**src/rtl/core/pac_pkg.sv**
```systemverilog
package pac_pkg;

  localparam int unsigned COORD_BITS   = 16;
  localparam int unsigned MAX_VERTICES = 1024;

  localparam int unsigned SUM_BITS   = COORD_BITS + 1;
  localparam int unsigned CROSS_BITS = 2 * COORD_BITS + 1;
  localparam int unsigned PROD_BITS  = SUM_BITS + CROSS_BITS;
  localparam int unsigned AREA_BITS  = 43;
  localparam int unsigned MOM_BITS   = 60;
  localparam int unsigned CEN_BITS   = 24;
  localparam int unsigned FRAC_BITS  = 8;
  localparam int unsigned DEN_BITS   = AREA_BITS + 1;
  localparam int unsigned QUO_BITS   = CEN_BITS + 1;
  localparam int unsigned DIV_STEPS  = MOM_BITS + FRAC_BITS;
  localparam int unsigned DIV_IT_BITS = $clog2(DIV_STEPS);

  typedef enum logic [1:0] {
    ST_OK        = 2'd0,
    ST_ZERO_AREA = 2'd1,
    ST_SAT       = 2'd2,
    ST_TOO_MANY  = 2'd3
  } status_e;

  typedef enum logic [3:0] {
    S_IDLE,
    S_MUL_PQ,
    S_MUL_QP,
    S_CROSS,
    S_MUL_MX,
    S_MUL_MY,
    S_ACC_MY,
    S_FINISH,
    S_DIV_PREP,
    S_DIV_STEP,
    S_DIV_STORE,
    S_WRITE
  } state_e;

endpackage

```
**src/rtl/core/polygon_area_centroid_core.sv**
```systemverilog
// Polygon area and centroid by the shoelace rule. Vertices arrive one per
// input beat, the final one marked by last_vertex_i; the block then returns
// one result beat with twice the signed area and the centroid in signed 16.8
// fixed point (truncated toward zero, clamped with a flag), or a status code for zero
// area or too many vertices. All arithmetic runs through one shared 17x33
// signed multiplier and one 45-bit compare/subtract divider stage, so the
// block takes one vertex at a time: an ordinary vertex occupies it for
// its accept plus six multiplier/accumulate steps. The final vertex takes
// the same steps for its edge and again for the closing edge, a check step,
// then for nonzero area two restoring divisions (68 quotient steps each,
// plus setup and store), and a load of the output register. A result
// waiting in the output register blocks only the next final vertex, not
// the vertices before it.
module polygon_area_centroid_core #(
  parameter int unsigned MaxVertices = pac_pkg::MAX_VERTICES
) (
  input  logic                                    clk_i,
  input  logic                                    rst_ni,
  input  logic                                    in_valid_i,
  output logic                                    in_ready_o,
  input  logic signed [pac_pkg::COORD_BITS-1:0]   vertex_x_i,
  input  logic signed [pac_pkg::COORD_BITS-1:0]   vertex_y_i,
  input  logic                                    last_vertex_i,
  output logic                                    out_valid_o,
  input  logic                                    out_ready_i,
  output logic signed [pac_pkg::AREA_BITS-1:0]    area_doubled_o,
  output logic signed [pac_pkg::CEN_BITS-1:0]     centroid_x_o,
  output logic signed [pac_pkg::CEN_BITS-1:0]     centroid_y_o,
  output logic        [1:0]                       status_o
);

  localparam int unsigned CntW = $clog2(MaxVertices + 2);
  localparam int unsigned CW   = pac_pkg::COORD_BITS;
  localparam int unsigned SW   = pac_pkg::SUM_BITS;
  localparam int unsigned XW   = pac_pkg::CROSS_BITS;
  localparam int unsigned PW   = pac_pkg::PROD_BITS;
  localparam int unsigned AW   = pac_pkg::AREA_BITS;
  localparam int unsigned MW   = pac_pkg::MOM_BITS;
  localparam int unsigned DW   = pac_pkg::DEN_BITS;
  localparam int unsigned QW   = pac_pkg::QUO_BITS;
  localparam int unsigned NW   = pac_pkg::CEN_BITS;
  localparam int unsigned ItW  = pac_pkg::DIV_IT_BITS;

  localparam logic [QW-1:0] PosLim = QW'((1 << (NW - 1)) - 1);
  localparam logic [QW-1:0] NegLim = QW'(1 << (NW - 1));
  localparam logic [ItW-1:0] ItLast = ItW'(pac_pkg::DIV_STEPS - 1);

  pac_pkg::state_e state_q, state_d;

  // polygon state
  logic [CW-1:0]   first_x_q, first_y_q, prev_x_q, prev_y_q;
  logic [AW-1:0]   area_q;
  logic [MW-1:0]   mom_x_q, mom_y_q;
  logic [CntW-1:0] cnt_q;
  logic            last_q, closing_q;

  // edge datapath
  logic [CW-1:0]        px_q, py_q, qx_q, qy_q;
  logic [SW-1:0]        sx_q, sy_q;
  logic [XW-1:0]        c_q, c_diff;
  logic [PW-1:0]        prod_q;
  logic signed [SW-1:0] mul_a;
  logic signed [XW-1:0] mul_b;
  logic signed [PW-1:0] mul_p;

  // divider
  logic [AW-1:0]  aabs_q;
  logic [DW-1:0]  den_q;
  logic [MW-1:0]  num_q, mom_sel;
  logic [DW-1:0]  rem_q;
  logic [DW:0]    rem_sh, rem_sub;
  logic           rem_ge;
  logic [QW-1:0]  quo_q, lim, mag;
  logic           ovf_q, neg_q, sel_y_q, sat_q, over;
  logic [NW-1:0]  cen_val;
  logic [ItW-1:0] it_q;

  // result staging and output register
  logic [AW-1:0]          res_area_q;
  logic [NW-1:0]          res_cx_q, res_cy_q;
  pac_pkg::status_e       res_status_q;
  logic                   out_valid_q, out_load;
  logic [AW-1:0]          out_area_q;
  logic [NW-1:0]          out_cx_q, out_cy_q;
  pac_pkg::status_e       out_status_q;

  logic in_fire, too_many, zero_area;

  assign in_fire   = in_valid_i && in_ready_o;
  assign too_many  = cnt_q > CntW'(MaxVertices);
  assign zero_area = area_q == '0;
  assign out_load  = (state_q == pac_pkg::S_WRITE) && (!out_valid_q || out_ready_i);

  assign mul_p   = mul_a * mul_b;
  assign c_diff  = c_q - prod_q[XW-1:0];
  assign mom_sel = sel_y_q ? mom_y_q : mom_x_q;
  assign rem_sh  = {rem_q, num_q[MW-1]};
  assign rem_ge  = rem_sh >= {1'b0, den_q};
  assign rem_sub = rem_sh - {1'b0, den_q};
  assign lim     = neg_q ? NegLim : PosLim;
  assign over    = ovf_q || (quo_q > lim);
  assign mag     = over ? lim : quo_q;
  assign cen_val = neg_q ? NW'(-mag) : NW'(mag);

  always_comb begin
    state_d = state_q;
    unique case (state_q)
      pac_pkg::S_IDLE:     if (in_valid_i) state_d = pac_pkg::S_MUL_PQ;
      pac_pkg::S_MUL_PQ:   state_d = pac_pkg::S_MUL_QP;
      pac_pkg::S_MUL_QP:   state_d = pac_pkg::S_CROSS;
      pac_pkg::S_CROSS:    state_d = pac_pkg::S_MUL_MX;
      pac_pkg::S_MUL_MX:   state_d = pac_pkg::S_MUL_MY;
      pac_pkg::S_MUL_MY:   state_d = pac_pkg::S_ACC_MY;
      pac_pkg::S_ACC_MY: begin
        priority if (last_q && !closing_q) state_d = pac_pkg::S_MUL_PQ;
        else if (last_q)                   state_d = pac_pkg::S_FINISH;
        else                               state_d = pac_pkg::S_IDLE;
      end
      pac_pkg::S_FINISH: begin
        if (too_many || zero_area) state_d = pac_pkg::S_WRITE;
        else                       state_d = pac_pkg::S_DIV_PREP;
      end
      pac_pkg::S_DIV_PREP:  state_d = pac_pkg::S_DIV_STEP;
      pac_pkg::S_DIV_STEP:  if (it_q == ItLast) state_d = pac_pkg::S_DIV_STORE;
      pac_pkg::S_DIV_STORE: state_d = sel_y_q ? pac_pkg::S_WRITE : pac_pkg::S_DIV_PREP;
      pac_pkg::S_WRITE:     if (out_load) state_d = pac_pkg::S_IDLE;
      default:              state_d = pac_pkg::S_IDLE;
    endcase
  end

  always_comb begin
    in_ready_o = 1'b0;
    mul_a      = '0;
    mul_b      = '0;
    unique case (state_q)
      pac_pkg::S_IDLE: in_ready_o = 1'b1;
      pac_pkg::S_MUL_PQ: begin
        mul_a = {px_q[CW-1], px_q};
        mul_b = {{(XW - CW){qy_q[CW-1]}}, qy_q};
      end
      pac_pkg::S_MUL_QP: begin
        mul_a = {qx_q[CW-1], qx_q};
        mul_b = {{(XW - CW){py_q[CW-1]}}, py_q};
      end
      pac_pkg::S_MUL_MX: begin
        mul_a = sx_q;
        mul_b = c_q;
      end
      pac_pkg::S_MUL_MY: begin
        mul_a = sy_q;
        mul_b = c_q;
      end
      default: ;
    endcase
  end

  always_ff @(posedge clk_i or negedge rst_ni) begin
    if (!rst_ni) begin
      state_q     <= pac_pkg::S_IDLE;
      first_x_q   <= '0;
      first_y_q   <= '0;
      prev_x_q    <= '0;
      prev_y_q    <= '0;
      area_q      <= '0;
      mom_x_q     <= '0;
      mom_y_q     <= '0;
      cnt_q       <= '0;
      last_q      <= 1'b0;
      closing_q   <= 1'b0;
      sel_y_q     <= 1'b0;
      sat_q       <= 1'b0;
      out_valid_q <= 1'b0;
    end else begin
      state_q <= state_d;
      if (in_fire) begin
        if (cnt_q == '0) begin
          first_x_q <= vertex_x_i;
          first_y_q <= vertex_y_i;
        end
        prev_x_q  <= vertex_x_i;
        prev_y_q  <= vertex_y_i;
        if (!too_many) cnt_q <= cnt_q + 1'b1;
        last_q    <= last_vertex_i;
        closing_q <= 1'b0;
      end
      unique case (state_q)
        pac_pkg::S_CROSS:  area_q  <= area_q + {{(AW - XW){c_diff[XW-1]}}, c_diff};
        pac_pkg::S_MUL_MY: mom_x_q <= mom_x_q + {{(MW - PW){prod_q[PW-1]}}, prod_q};
        pac_pkg::S_ACC_MY: begin
          mom_y_q <= mom_y_q + {{(MW - PW){prod_q[PW-1]}}, prod_q};
          if (last_q) closing_q <= 1'b1;
        end
        pac_pkg::S_FINISH: begin
          sel_y_q <= 1'b0;
          sat_q   <= 1'b0;
        end
        pac_pkg::S_DIV_STORE: begin
          sel_y_q <= 1'b1;
          sat_q   <= sat_q | over;
        end
        pac_pkg::S_WRITE: begin
          if (out_load) begin
            first_x_q <= '0;
            first_y_q <= '0;
            prev_x_q  <= '0;
            prev_y_q  <= '0;
            area_q    <= '0;
            mom_x_q   <= '0;
            mom_y_q   <= '0;
            cnt_q     <= '0;
          end
        end
        default: ;
      endcase
      if (out_load)         out_valid_q <= 1'b1;
      else if (out_ready_i) out_valid_q <= 1'b0;
    end
  end

  always_ff @(posedge clk_i) begin
    prod_q <= mul_p;
    if (in_fire) begin
      px_q <= (cnt_q == '0) ? vertex_x_i : prev_x_q;
      py_q <= (cnt_q == '0) ? vertex_y_i : prev_y_q;
      qx_q <= vertex_x_i;
      qy_q <= vertex_y_i;
    end
    unique case (state_q)
      pac_pkg::S_MUL_PQ: begin
        sx_q <= {px_q[CW-1], px_q} + {qx_q[CW-1], qx_q};
        sy_q <= {py_q[CW-1], py_q} + {qy_q[CW-1], qy_q};
      end
      pac_pkg::S_MUL_QP: c_q <= prod_q[XW-1:0];
      pac_pkg::S_CROSS:  c_q <= c_diff;
      pac_pkg::S_ACC_MY: begin
        // closing edge: current vertex back to the first
        px_q <= qx_q;
        py_q <= qy_q;
        qx_q <= first_x_q;
        qy_q <= first_y_q;
      end
      pac_pkg::S_FINISH: begin
        aabs_q <= area_q[AW-1] ? -area_q : area_q;
        res_cx_q <= '0;
        res_cy_q <= '0;
        if (too_many) begin
          res_area_q   <= '0;
          res_status_q <= pac_pkg::ST_TOO_MANY;
        end else begin
          res_area_q   <= area_q;
          res_status_q <= zero_area ? pac_pkg::ST_ZERO_AREA : pac_pkg::ST_OK;
        end
      end
      pac_pkg::S_DIV_PREP: begin
        den_q <= {1'b0, aabs_q} + {aabs_q, 1'b0};
        num_q <= mom_sel[MW-1] ? -mom_sel : mom_sel;
        neg_q <= mom_sel[MW-1] ^ area_q[AW-1];
        rem_q <= '0;
        quo_q <= '0;
        ovf_q <= 1'b0;
        it_q  <= '0;
      end
      pac_pkg::S_DIV_STEP: begin
        rem_q <= rem_ge ? rem_sub[DW-1:0] : rem_sh[DW-1:0];
        quo_q <= {quo_q[QW-2:0], rem_ge};
        ovf_q <= ovf_q | quo_q[QW-1];
        num_q <= {num_q[MW-2:0], 1'b0};
        it_q  <= it_q + 1'b1;
      end
      pac_pkg::S_DIV_STORE: begin
        if (sel_y_q) begin
          res_cy_q     <= cen_val;
          res_status_q <= (sat_q | over) ? pac_pkg::ST_SAT : pac_pkg::ST_OK;
        end else begin
          res_cx_q <= cen_val;
        end
      end
      default: ;
    endcase
    if (out_load) begin
      out_area_q   <= res_area_q;
      out_cx_q     <= res_cx_q;
      out_cy_q     <= res_cy_q;
      out_status_q <= res_status_q;
    end
  end

  assign out_valid_o    = out_valid_q;
  assign area_doubled_o = out_area_q;
  assign centroid_x_o   = out_cx_q;
  assign centroid_y_o   = out_cy_q;
  assign status_o       = out_status_q;

endmodule

```
**config.mk**
```make
export PLATFORM = sky130hd
export DESIGN_NAME = polygon_area_centroid_core
export DESIGN_NICKNAME = d
export VERILOG_FILES = /design/src/rtl/core/pac_pkg.sv /design/src/rtl/core/polygon_area_centroid_core.sv
export SDC_FILE = /design/constraint.sdc
export NUM_CORES = 2
export LEC_CHECK = 0
export BUFFER_PORTS_ARGS = -buffer_cell sky130_fd_sc_hd__buf_2
export CAP_MARGIN = 0
export CORE_ASPECT_RATIO = 0.7
export CORE_UTILIZATION = 40
export DETAILED_ROUTE_END_ITERATION = 10
export PLACE_DENSITY_LB_ADDON = 0.25
export SLEW_MARGIN = 10
export SYNTH_ARGS = -nofsm -noshare
export SYNTH_HDL_FRONTEND = slang
export SYNTH_SLANG_ARGS = --single-unit
```
**constraint.sdc**
```tcl
create_clock -name clk_i -period 11.4 [get_ports clk_i]
set_clock_uncertainty 0.1 [all_clocks]
set_input_delay 2.28 -clock clk_i [delete_from_list [all_inputs] [get_ports clk_i]]
set_output_delay 2.28 -clock clk_i [all_outputs]
set_load 0.05 [all_outputs]
```
==> reports/results.ini <==
[outcome]
status = completed

[cts]
cts-root-buf = clkbuf_16
clk_path_buf_depth = 3
cts_tree = yes
cts_setup_buffers = 0
cts_buffers = 89
cts-resized-gates = 0
clock-sinks = 839
hold_buffers = 0
worstSkewPairLatency_ns = 0.72
clk_pin_slew_ns = 0.06
ctsHtreeMaxLevel = 3

[sta]
drv_slew = 0
fin_crit_sh_pct = 86.46
tns_ns = 0
final_hold_viol_count = 0
fin_crit_ns = 9.857
worstMarginPinSlew_ns = 1.223
hold_slack_ns = 0.3064
timing.fmax_mhz = 101.5
setup_viol = 0
relSlewSlack_pct = 16.75
rsz0062_at_grt = false

[layout]
multi_input_comb_area_sq_um = 42610
seq_area_sq_um = 23460
nNetsFinal = 8514
drive_gt1_share_pct = 5.972
final_cells = 9894
syn_to_final_growth_pct = 8.821
n_fill_cell = 16874
final_util_pct = 43.82

[critical_path]
worst_ep_arrival_time_ns = 10.34
worstReg2RegStart = state_q[1]
regToRegSetupSlack_ns = 1.54
crit_fanout = 26
rr_worst_depth = 26
critPathCaptureType = flop
r2r_end = prod_q[48]
worst-setup-path-type = flop to flop
cp-start-kind = flop
crit_required_ns = 11.89

[synthesis]
yosysUniqueCellTypes = 114
synth_nets = 8520
synth_edf_count = 542
yosysWarnings = 0
netlist_area_sq_um = 70040
synth_top_area_cell = edfxtp_1
ys_seq_elements = 839
async_flop_share_pct = 29.44
synth_common_cells = nand2_1 (1011), inv_1 (792), nor2_1 (645)
synth_ff_type = edfxtp_1
synthTopCellsByArea = edfxtp_1 (23%), fa_1 (16%), dfrtp_1 (8.8%), ha_1 (8.2%), nand2_1 (5.4%)
synthCells = 7482
netlist.area_leader.share_pct = 23.24
avgSynthCellArea_sq_um = 9.361
yosysSeqAreaShare_pct = 33.49
yosysMostFrequentCell = nand2_1

[hold_path]
hold_path.class = flop to flop
min_to = status_o[0]
min_path_cells = 0
min_from = res_status_q[0]

[pwr]
worst_ir_drop_vdd_mv = 0.1060
p_leak_uw = 0.03298
p_per_area_nw_per_um2 = 83.00

[die]
start_util_pct = 40.27
die_area_sq_um = 176800
row_count = 128
die_h_um = 352.1
coreArea_sq_um = 173900
die_w_um = 502.1
io_pins = 132

[global_route]
grtUsageTotal_pct = 23.54
busiest_layer = met1
grt_start_max_net_pins = 137
grt_pass1_wl_um = 320600
grt_use_met1_pct = 38.22
antenna_found_initial = 9
grt_pass1_vias = 51870
use_met2_pct = 31.27
grt_remaining_overflow = 0
use_met3_pct = 5.146

[routing]
postRouteAntennaNets = 0
vias = 54348
routed_wl_um = 210100
drc_errors = 0
drt-pass1-iter-count = 5
routedWlPerCell_um = 21.23
viasPerCell = 5.493
dr.first_iter.drc_count = 5101

[place]
placement.io_buffers = 131
dp_hpwl_um = 162700
dp_cells = 9725
place.gp.congestion = 0.9569

[flow_run]
drv_cap = 0

metal layers:
layer / vias up / wire (um)
li1: 25439 / -
met5: - / 0
met4: 0 / 3663
met1: 26638 / 105600
met2: 2066 / 81280
met3: 205 / 19530
state kept, by name, indices dropped and copies added, names as in the netlist, 17 cells and up:
name            count
res_area_q         43
sx_q               17
rem_q              44
centroid_x_o       24
mom_y_q            60
centroid_y_o       24
res_cx_q           24
mom_x_q            60
den_q              44
c_q                33
sy_q               17
res_cy_q           24
area_q             43
prod_q             50
num_q              60
aabs_q             43
quo_q              25
area_doubled_o     43
stage by stage:
step / worst slack (ns) / power [uW] / area (sq um)
after floorplan: 2.428 / 3285 / 70040
after global placement: 1.851 / 3320 / 73150
after detailed placement: 1.711 / 3320 / 73150
after global routing: 1.084 / 6527 / 76210
after CTS: 1.682 / 6401 / 76210
final: 1.543 / 6326 / 76220
layout by cell type, fill, tap and decap left out, drive strengths merged, types with 53 or more instances in the layout:
cell type	netlist	layout
nand2	1012	1012
inv	793	799
nor2	646	646
fa	544	544
edfxtp	542	542
o21ai	498	498
a21oi	458	458
ha	457	457
xnor2	288	288
dfrtp	247	247
a21o	205	205
buf	34	195
nand3	148	148
xor2	136	136
and2	127	127
mux2i	121	121
clkbuf	258	121
nor3	87	87
nand2b	70	70
nor2b	55	55
o21a	53	53
kinds of logic after synthesis:
logic type | Yosys count | share of synthesized area (%)
adder cells (fa/ha/maj) | 1001 | 23.71
AND/OR/NAND/NOR | 2339 | 14.85
AO/OA/AOI/OAI | 1660 | 14.81
multiplexers | 131 | 1.895
buffers and inverters | 1088 | 5.938
flip-flops | 839 | 33.49
XOR/XNOR | 424 | 5.302
worst max-delay path: stages, from the launching register on:
cell      delay (ns)
dfrtp_1         0.61
nand2b_1        0.41
nor3_2          0.41
a22o_1          0.31
a221o_1         0.52
clkinv_1        1.02
nor2_1          0.40
fa_1            0.47
fa_1            0.51
fa_1            0.44
fa_1            0.41
fa_1            0.60
inv_1           0.07
fa_1            0.54
inv_1           0.05
ha_1            0.35
a21o_1          0.19
a21o_1          0.18
a21oi_1         0.15
o21ai_0         0.16
a211o_1         0.32
a2111o_1        0.38
a31oi_1         0.34
o21ai_0         0.19
a31oi_1         0.28
o21ai_0         0.14
xor2_1          0.16
power breakdown:
group	total, uW	internal (uW)	switching [uW]
clock	3070	1730	1340
combinational	43.2	11.0	32.1
sequential	3210	3210	0.0000000000000146
total	6330	4950	1380
how the worst max path moves through the flow:
| stage | startpoint | to | slack [ns] |
|---|---|---|---|
| global route | state_q[1] | prod_q[48] | 1.08 |
| global placement | state_q[1] | prod_q[48] | 1.85 |
| detailed placement | state_q[1] | prod_q[48] | 1.71 |
| CTS | state_q[1] | prod_q[45] | 1.68 |
| floorplan | state_q[1] | prod_q[48] | 2.43 |
| finish | state_q[1] | prod_q[48] | 1.54 |
area by class of cell:
class | count | area share, %
Inverter | 796 | 3.928
Timing Repair Buffer | 195 | 1.520
Multi-Input combinational cell | 5555 | 55.91
Tap cell | 2340 | 3.841
Antenna cell | 2 | 0.006567
Sequential cell | 839 | 30.78
Clock buffer | 121 | 3.295
Clock inverter | 46 | 0.7190
(Power assumes the default switching activity.)
